--- src/sv/height_field_wave_step_macros.svh ---
// Assertion helpers used by the wave step controller
`ifndef HEIGHT_FIELD_WAVE_STEP_MACROS_SVH
`define HEIGHT_FIELD_WAVE_STEP_MACROS_SVH

`ifndef SYNTHESIS
`define HFWS_ASSERT(lbl, prop, msg) \
   lbl: assert property (@(posedge clock) disable iff (reset) prop) else $error(msg);
`define HFWS_ASSERT_ALWAYS(lbl, prop, msg) \
   lbl: assert property (@(posedge clock) prop) else $error(msg);
`else
`define HFWS_ASSERT(lbl, prop, msg)
`define HFWS_ASSERT_ALWAYS(lbl, prop, msg)
`endif

`endif

--- src/sv/hfws_pkg.sv ---
`default_nettype none
package hfws_pkg;

   localparam int GRID_BITS = 6;
   localparam int GRID_SIDE = 64;
   localparam int CELL_BITS = 2 * GRID_BITS;
   localparam int CELLS     = GRID_SIDE * GRID_SIDE;

   // item opcodes
   localparam logic [1:0] OP_STEP = 2'd0;
   localparam logic [1:0] OP_DROP = 2'd1;
   localparam logic [1:0] OP_READ = 2'd2;

   // register indexes
   localparam logic [1:0] REG_GAIN  = 2'd0;
   localparam logic [1:0] REG_DECAY = 2'd1;
   localparam logic [1:0] REG_LIMIT = 2'd2;
   localparam logic [1:0] REG_DROP  = 2'd3;

   // neighbor selects for the Laplacian reads
   localparam logic [2:0] NB_CENTRE = 3'd0;
   localparam logic [2:0] NB_UP     = 3'd1;
   localparam logic [2:0] NB_DOWN   = 3'd2;
   localparam logic [2:0] NB_LEFT   = 3'd3;
   localparam logic [2:0] NB_RIGHT  = 3'd4;
   localparam logic [2:0] NB_DONE   = 3'd5;

   typedef struct packed {
      logic                 clear;
      logic                 latch_item;
      logic                 use_item;
      logic                 h_rd_en;
      logic [2:0]           nb_sel;
      logic                 v_rd_en;
      logic                 lap_en;
      logic                 lap_first;
      logic                 mul_t;
      logic                 mul_g;
      logic                 add_v;
      logic                 mul_d;
      logic                 v_wr;
      logic                 mul_h;
      logic                 h_wr;
      logic                 drop_wr;
      logic                 load_out;
      logic [CELL_BITS-1:0] cell_addr;
   } hfws_cmd_type;

   // saturate to the signed 32 bit range
   function automatic logic signed [31:0] sat32(input logic signed [63:0] x);
      logic signed [63:0] hi;
      logic signed [63:0] lo;
      hi = 64'sh0000_0000_7FFF_FFFF;
      lo = -64'sh0000_0000_8000_0000;
      if (x > hi) return 32'sh7FFF_FFFF;
      else if (x < lo) return 32'sh8000_0000;
      else return x[31:0];
   endfunction

endpackage
`default_nettype wire

--- src/sv/hfws_ctrl.sv ---
`default_nettype none
`include "height_field_wave_step_macros.svh"
module hfws_ctrl (
   input  wire logic                  clock,
   input  wire logic                  reset,
   input  wire logic                  req_tvalid,
   output logic                       req_tready,
   input  wire logic [1:0]            req_opcode,
   output logic                       rsp_tvalid,
   input  wire logic                  rsp_tready,
   output hfws_pkg::hfws_cmd_type     cmd
);
   import hfws_pkg::*;

   typedef enum logic [3:0] {
      S_CLEAR, S_IDLE, S_DROP, S_RRD, S_RWAIT,
      S_VRD, S_VT, S_VG, S_VS, S_VD, S_VW,
      S_HRD, S_HM, S_HW
   } state_type;

   localparam logic [CELL_BITS-1:0] LAST_CELL = CELL_BITS'(CELLS - 1);

   state_type            state_ff, state_in;
   logic [CELL_BITS-1:0] cell_ff, cell_in;
   logic [2:0]           nb_ff, nb_in;
   logic                 rsp_valid_ff, rsp_valid_in;
   logic                 accept;
   logic                 out_free;

   assign req_tready = (state_ff == S_IDLE);
   assign accept     = req_tvalid && req_tready;
   assign out_free   = !rsp_valid_ff || rsp_tready;
   assign rsp_tvalid = rsp_valid_ff;

   // next state and commands
   always_comb begin
      state_in      = state_ff;
      cell_in       = cell_ff;
      nb_in         = nb_ff;
      rsp_valid_in  = rsp_valid_ff && !rsp_tready;
      cmd           = '0;
      cmd.cell_addr = cell_ff;
      cmd.nb_sel    = NB_CENTRE;
      unique case (state_ff)
         S_CLEAR: begin
            cmd.clear = 1'b1;
            cell_in   = cell_ff + 1'b1;
            if (cell_ff == LAST_CELL) state_in = S_IDLE;
         end
         S_IDLE: begin
            if (accept) begin
               cmd.latch_item = 1'b1;
               cell_in        = '0;
               nb_in          = NB_CENTRE;
               case (req_opcode)
                  OP_STEP: state_in = S_VRD;
                  OP_DROP: state_in = S_DROP;
                  OP_READ: state_in = S_RRD;
                  default: state_in = S_IDLE;
               endcase
            end
         end
         S_DROP: begin
            cmd.drop_wr = 1'b1;
            state_in    = S_IDLE;
         end
         S_RRD: begin
            cmd.use_item = 1'b1;
            cmd.h_rd_en  = 1'b1;
            cmd.v_rd_en  = 1'b1;
            state_in     = S_RWAIT;
         end
         S_RWAIT: begin
            if (out_free) begin
               cmd.load_out = 1'b1;
               rsp_valid_in = 1'b1;
               state_in     = S_IDLE;
            end
         end
         S_VRD: begin
            // read five heights back to back, sum each one as its read data returns
            cmd.nb_sel    = nb_ff;
            cmd.h_rd_en   = (nb_ff != NB_DONE);
            cmd.v_rd_en   = (nb_ff == NB_CENTRE);
            cmd.lap_en    = (nb_ff != NB_CENTRE);
            cmd.lap_first = (nb_ff == NB_UP);
            if (nb_ff == NB_DONE) begin
               nb_in    = NB_CENTRE;
               state_in = S_VT;
            end else begin
               nb_in    = nb_ff + 1'b1;
            end
         end
         S_VT: begin
            cmd.mul_t = 1'b1;
            state_in  = S_VG;
         end
         S_VG: begin
            cmd.mul_g = 1'b1;
            state_in  = S_VS;
         end
         S_VS: begin
            cmd.add_v = 1'b1;
            state_in  = S_VD;
         end
         S_VD: begin
            cmd.mul_d = 1'b1;
            state_in  = S_VW;
         end
         S_VW: begin
            cmd.v_wr = 1'b1;
            nb_in    = NB_CENTRE;
            if (cell_ff == LAST_CELL) begin
               cell_in  = '0;
               state_in = S_HRD;
            end else begin
               cell_in  = cell_ff + 1'b1;
               state_in = S_VRD;
            end
         end
         S_HRD: begin
            cmd.h_rd_en = 1'b1;
            cmd.v_rd_en = 1'b1;
            state_in    = S_HM;
         end
         S_HM: begin
            cmd.mul_h = 1'b1;
            state_in  = S_HW;
         end
         S_HW: begin
            cmd.h_wr = 1'b1;
            cell_in  = cell_ff + 1'b1;
            state_in = (cell_ff == LAST_CELL) ? S_IDLE : S_HRD;
         end
         default: state_in = S_IDLE;
      endcase
   end

   // state and registered outputs
   always_ff @(posedge clock) begin
      if (reset) begin
         state_ff     <= S_CLEAR;
         cell_ff      <= '0;
         nb_ff        <= NB_CENTRE;
         rsp_valid_ff <= 1'b0;
      end else begin
         state_ff     <= state_in;
         cell_ff      <= cell_in;
         nb_ff        <= nb_in;
         rsp_valid_ff <= rsp_valid_in;
      end
   end

   `HFWS_ASSERT(a_nb_range, nb_ff <= NB_DONE, "neighbor phase out of range")
   `HFWS_ASSERT(a_load_free, cmd.load_out |-> (!rsp_valid_ff || rsp_tready), "result overwritten")
   `HFWS_ASSERT(a_load_valid, cmd.load_out |=> rsp_tvalid, "loaded result not shown")
   `HFWS_ASSERT_ALWAYS(a_one_pass, !(cmd.v_wr && cmd.h_wr), "both passes write at once")
endmodule
`default_nettype wire

--- config.mk ---
export PLATFORM = sky130hd
export DESIGN_NAME = hfws_ctrl
export DESIGN_NICKNAME = d
export VERILOG_FILES = /design/src/sv/hfws_pkg.sv /design/src/sv/hfws_ctrl.sv
export VERILOG_INCLUDE_DIRS = /design/src /design/src/sv
export SDC_FILE = /design/constraint.sdc
export NUM_CORES = 1
export LEC_CHECK = 0
export ABC_AREA = 1
export CAP_MARGIN = 5
export CELL_PAD_IN_SITES_DETAIL_PLACEMENT = 1
export CELL_PAD_IN_SITES_GLOBAL_PLACEMENT = 2
export CORE_MARGIN = 2
export CORE_UTILIZATION = 30
export CTS_BUF_LIST = sky130_fd_sc_hd__clkbuf_4
export CTS_CLUSTER_DIAMETER = 120
export CTS_CLUSTER_SIZE = 30
export DETAILED_ROUTE_END_ITERATION = 8
export DONT_BUFFER_PORTS = 1
export HOLD_SLACK_MARGIN = 0.05
export PLACE_DENSITY_LB_ADDON = 0.2
export SYNTH_ARGS = -nofsm -noshare
export SYNTH_HDL_FRONTEND = slang
export SYNTH_SLANG_ARGS = --single-unit
--- constraint.sdc ---
create_clock -name clock -period 5.4 [get_ports clock]
set_clock_uncertainty 0.2 [all_clocks]
set_input_delay 0.54 -clock clock [delete_from_list [all_inputs] [get_ports clock]]
set_output_delay 0.54 -clock clock [all_outputs]
set_load 0.1 [all_outputs]
Word level (Yosys, flattened, before mapping)
Cells that the tools add are included.
Cells by class
  mux-type cells: 34
  eq/ne operators: 23
  add/subtract/negate cells: 2
  reductions and logical operators: 16
Operators with widths (count)
  one-hot mux 4 bit (13 select lines): 1
  one-hot mux 12 bit (3 select lines): 1
  == test 4 bit, second input constant: 6
  two-way mux 12 bit: 2
  two-way mux 4 bit: 6
  one-hot mux 3 bit (3 select lines): 2
  == test 4 x 3 -> 1 bit, second input constant: 4
  two-way mux 1 bit: 16
  adder 12 x 1 -> 12 bit, second input constant: 1
  == test 12 bit, second input constant: 1
  two-way mux 3 bit: 3
  nonzero test 3 bit: 3
  == test 4 x 2 -> 1 bit, second input constant: 2
  != test 2 bit, second input constant: 3
  == test 4 x 1 -> 1 bit, second input constant: 1
  zero test 4 bit: 1
  one-hot mux 1 bit (2 select lines): 2
  AND reduction 2 bit: 2
  AND reduction 4 bit: 1
  OR reduction 2 bit: 2
  adder 3 x 1 -> 3 bit, second input constant: 1
  == test 3 x 1 -> 1 bit, second input constant: 1
  == test 3 bit, second input constant: 1
  zero test 3 bit: 1
  other kinds (9): 11
Storage, ports and cells
  output and inout port bits: 33
  bits of input ports: 6
  word-level logic and storage cells: 79
  bits in registers: 20

Longest topological paths before layout
  word-level depth: 4
  gate-level depth with buffers: 12
  depth with buffers taken out: 11

Worst setup path before layout
No wires, ideal clock.
  kind: reg-to-output
  start: register state_ff[2]
  end: output port cmd[21] (netlist bit)
  arrival: 3.612 ns
  data required time: 4.660 ns
  stages on the path, launching flop included: 6
  slack: 1.048 ns
  cell sequence: dfxtp_1 -> buf_2 -> nand2_1 -> inv_1 -> nand2_1 -> nor4_1
RTL lines
  from (decl): RTL line hfws_ctrl.sv:23  | state_type state_ff, state_in;
  from (signal assigned): RTL line hfws_ctrl.sv:147  | state_ff <= state_in;
  to (decl): RTL line hfws_ctrl.sv:11  | output hfws_pkg::hfws_cmd_type cmd

==> summary.md <==
| Metric | Value |
|---|---|
| Synth Instances | `approximately 240` |
| Post-layout min period | `roughly 3 ns` |
| Port Buffers | `0` |
| Arrival @ worst endpoint | `approximately 2.3 ns` |
| DRC violations left | `0` |
| CTS Root Cell | `clkbuf_4` |
| Initial Utilization | `31.6%` |
| Main flop type after synthesis | `dfxtp_1` |
| Setup tns final | `0 ns` |
| Max IR drop VDD | `~0.00007 V` |
| FMAX | `between 300 and 400 MHz` |
| HP Class | `input port to flop` |
| # resized after CTS | `0` |
| Pre-CTS WS | `2.54 ns` |
| Final setup fails | `0` |
| Tcrit/Tclk final | `56.8%` |
| Grt total ovfl | `0` |
| First-pass iteration count of the detailed router | `4` |
| Commonest non-fill, non-tap cell in the layout | `nand2_1` |
| Critical path startpoint category | `flop` |
| Pin count of the biggest net entering global routing | `12` |
| Clock Sinks | `20` |
| Final wirelength | `around 4300 um` |
| GR Util All Layers | `between 15 and 20%` |
| Post-DP HPWL | `3390 um` |
| Remaining antenna violation count | `0` |
| Critical path class | `flop to primary output` |
| Ys async rst share | `0%` |
| Total CTS buffers | `3` |
| Final GP Congestion | `a little under 0.9` |
| Total power divided by cell area | `155 nW/um^2` |
| Final WS setup | `2.33 ns` |
| Post-CTS setup repair buffer count | `0` |
| Highest-count cells in the layout ignoring fill and taps | `61 x nand2_1, 34 x inv_1, 34 x nor2_1` |
| Synthesis-stage register bit count | `20` |
| YS warnings | `0` |
| Post-Place Cell Area | `1600 um^2` |
| Least-Margin Pin Slew | `1.18 ns` |
| FP Rows | `24` |
| Total of max-cap violations | `0` |
| Slew Limit Fails | `0` |
| Longest Clk Path Bufs | `2` |
| CP endpoint kind | `primary output` |
| Post-layout power | `between 200 and 300 uW` |
| Critical Path RT | `4.66 ns` |
| Vias | `approximately 1500` |
| Headroom to the max-slew limit | `between 20% and 30%` |
| Fraction of layout cells with a size suffix above 1 | `between 15 and 20%` |
| Max FO, Critical Path | `9` |
| Ports | `39` |
| Die Width | `72.4 um` |
| Worst-Skew Late Latency | `about 0.3 ns` |
| Status | `finished, final reports clean` |
| RSZ-0062 raised after global routing | `no` |
| Die height | `72.4 um` |
| Final hold violations | `0` |
| CTS tree | `yes` |
| Vias/cell | `approximately 5.1` |
| Die footprint | `roughly 5200 um^2` |
| # hold bufs at CTS | `0` |
| H-tree depth | `1` |
| Diodes inserted | `0` |
| Clock-pin slew on the worst setup and hold paths | `between 0.1 and 0.15 ns` |
| Wire per inst | `14.4 um` |
| First-pass GRT wire length | `roughly 7100 um` |
| Post-synthesis sequential area ratio | `between 20% and 30%` |
| 1st-iter DRT viols | `78` |
| Syn avg cell area | `approximately 6 um^2` |
| Fin nets | `roughly 250` |
| Synthesis-to-layout area growth | `15.2%` |
| Count of different cell masters after synthesis | `27` |
| Initial antenna violation count | `0` |
| Cell area after layout | `roughly 1600 um^2` |
| FILL cells | `roughly 600` |
| Vias in the first global route | `~1500` |
| Synthesized Nets | `between 200 and 250` |
| Post-synth EDFFs | `0` |
| Core area | `about 4400 um^2` |
| Pleak | `around 0.00073 uW` |
| Synth Cell Area | `about 1400 um^2` |
==> path summary, 6_finish.rpt <==
path,slack [ns],from,cells after the start,end
worst max-delay path,2.33,state_ff[2],4,cmd[22]
worst min-delay path,0.08,reset,1,cell_ff[4]
worst max register to register,2.51,cell_ff[0],10,state_ff[0]
worst min register to register,0.35,nb_ff[1],2,nb_ff[1]
==> power by group <==
part | total, uW | switching (uW) | internal, uW
logic | 8.80 | 5.28 | 3.51
registers | 166 | 16.5 | 149
clock network | 76.5 | 50.5 | 26.0
==> worst max-delay path: stages (launching register included) <==
cell     delay (ns)
dfxtp_1        0.53
nand2_1        0.22
inv_1          0.11
nand2_1        0.22
a21oi_2        0.93
==> cells in the mapped netlist (all sizes together) (2+ instances only) <==
cell	instances	area share, %
xor2	4	2.5
inv	38	10
nor4	2	0.89
nand2	65	18
nor3	5	1.8
nand4	3	1.3
dfxtp	20	29
a21oi	11	3.9
nand3	16	5.7
ha	3	2.7
nor2	47	15
o21ai	13	4.9
==> final cells by class <==
cell class	count	area [um^2]	area share [%]
Sequential cell	20	400	24.7
Tap cell	52	65.1	4.02
Inverter	39	148	9.13
Clock buffer	3	22.5	1.39
Multi-Input combinational cell	176	892	55.1
Timing Repair Buffer	5	90.1	5.57
==> state kept, by name, indices dropped and copies added, names as in the netlist <==
register    flops
cell_ff        12
rsp_tvalid      1
state_ff        4
nb_ff           3
==> per-stage QoR <==
| stage | std cells | utilization (%) | hold WS (ns) |
|---|---|---|---|
| after floorplan | 237 | - | 0.281 |
| after global placement | 292 | 35.9 | 0.316 |
| after detailed placement | 292 | 35.9 | 0.341 |
| after CTS | 295 | 36.4 | 0.0655 |
| after global routing | 295 | 36.4 | 0.0589 |
| final | 295 | 36.4 | 0.0807 |
==> kinds of logic after synthesis <==
logic type	share of synthesized area, %
AO/OA/AOI/OAI	11.5
XOR/XNOR	3.12
adder cells (fa/ha/maj)	2.67
buffers and inverters	11.1
flip-flops	28.5
AND/OR/NAND/NOR	43.0
==> layer usage <==
layer  up-vias  track usage, %  share of wire [%]
met2        35            27.1                 44
met3         2            3.19                5.4
met5         -               0                  0
li1        759               -                  -
met1       710            23.9                 50
met4         0            4.32               0.59
No activity file was read; power rests on OpenSTA's default activity.
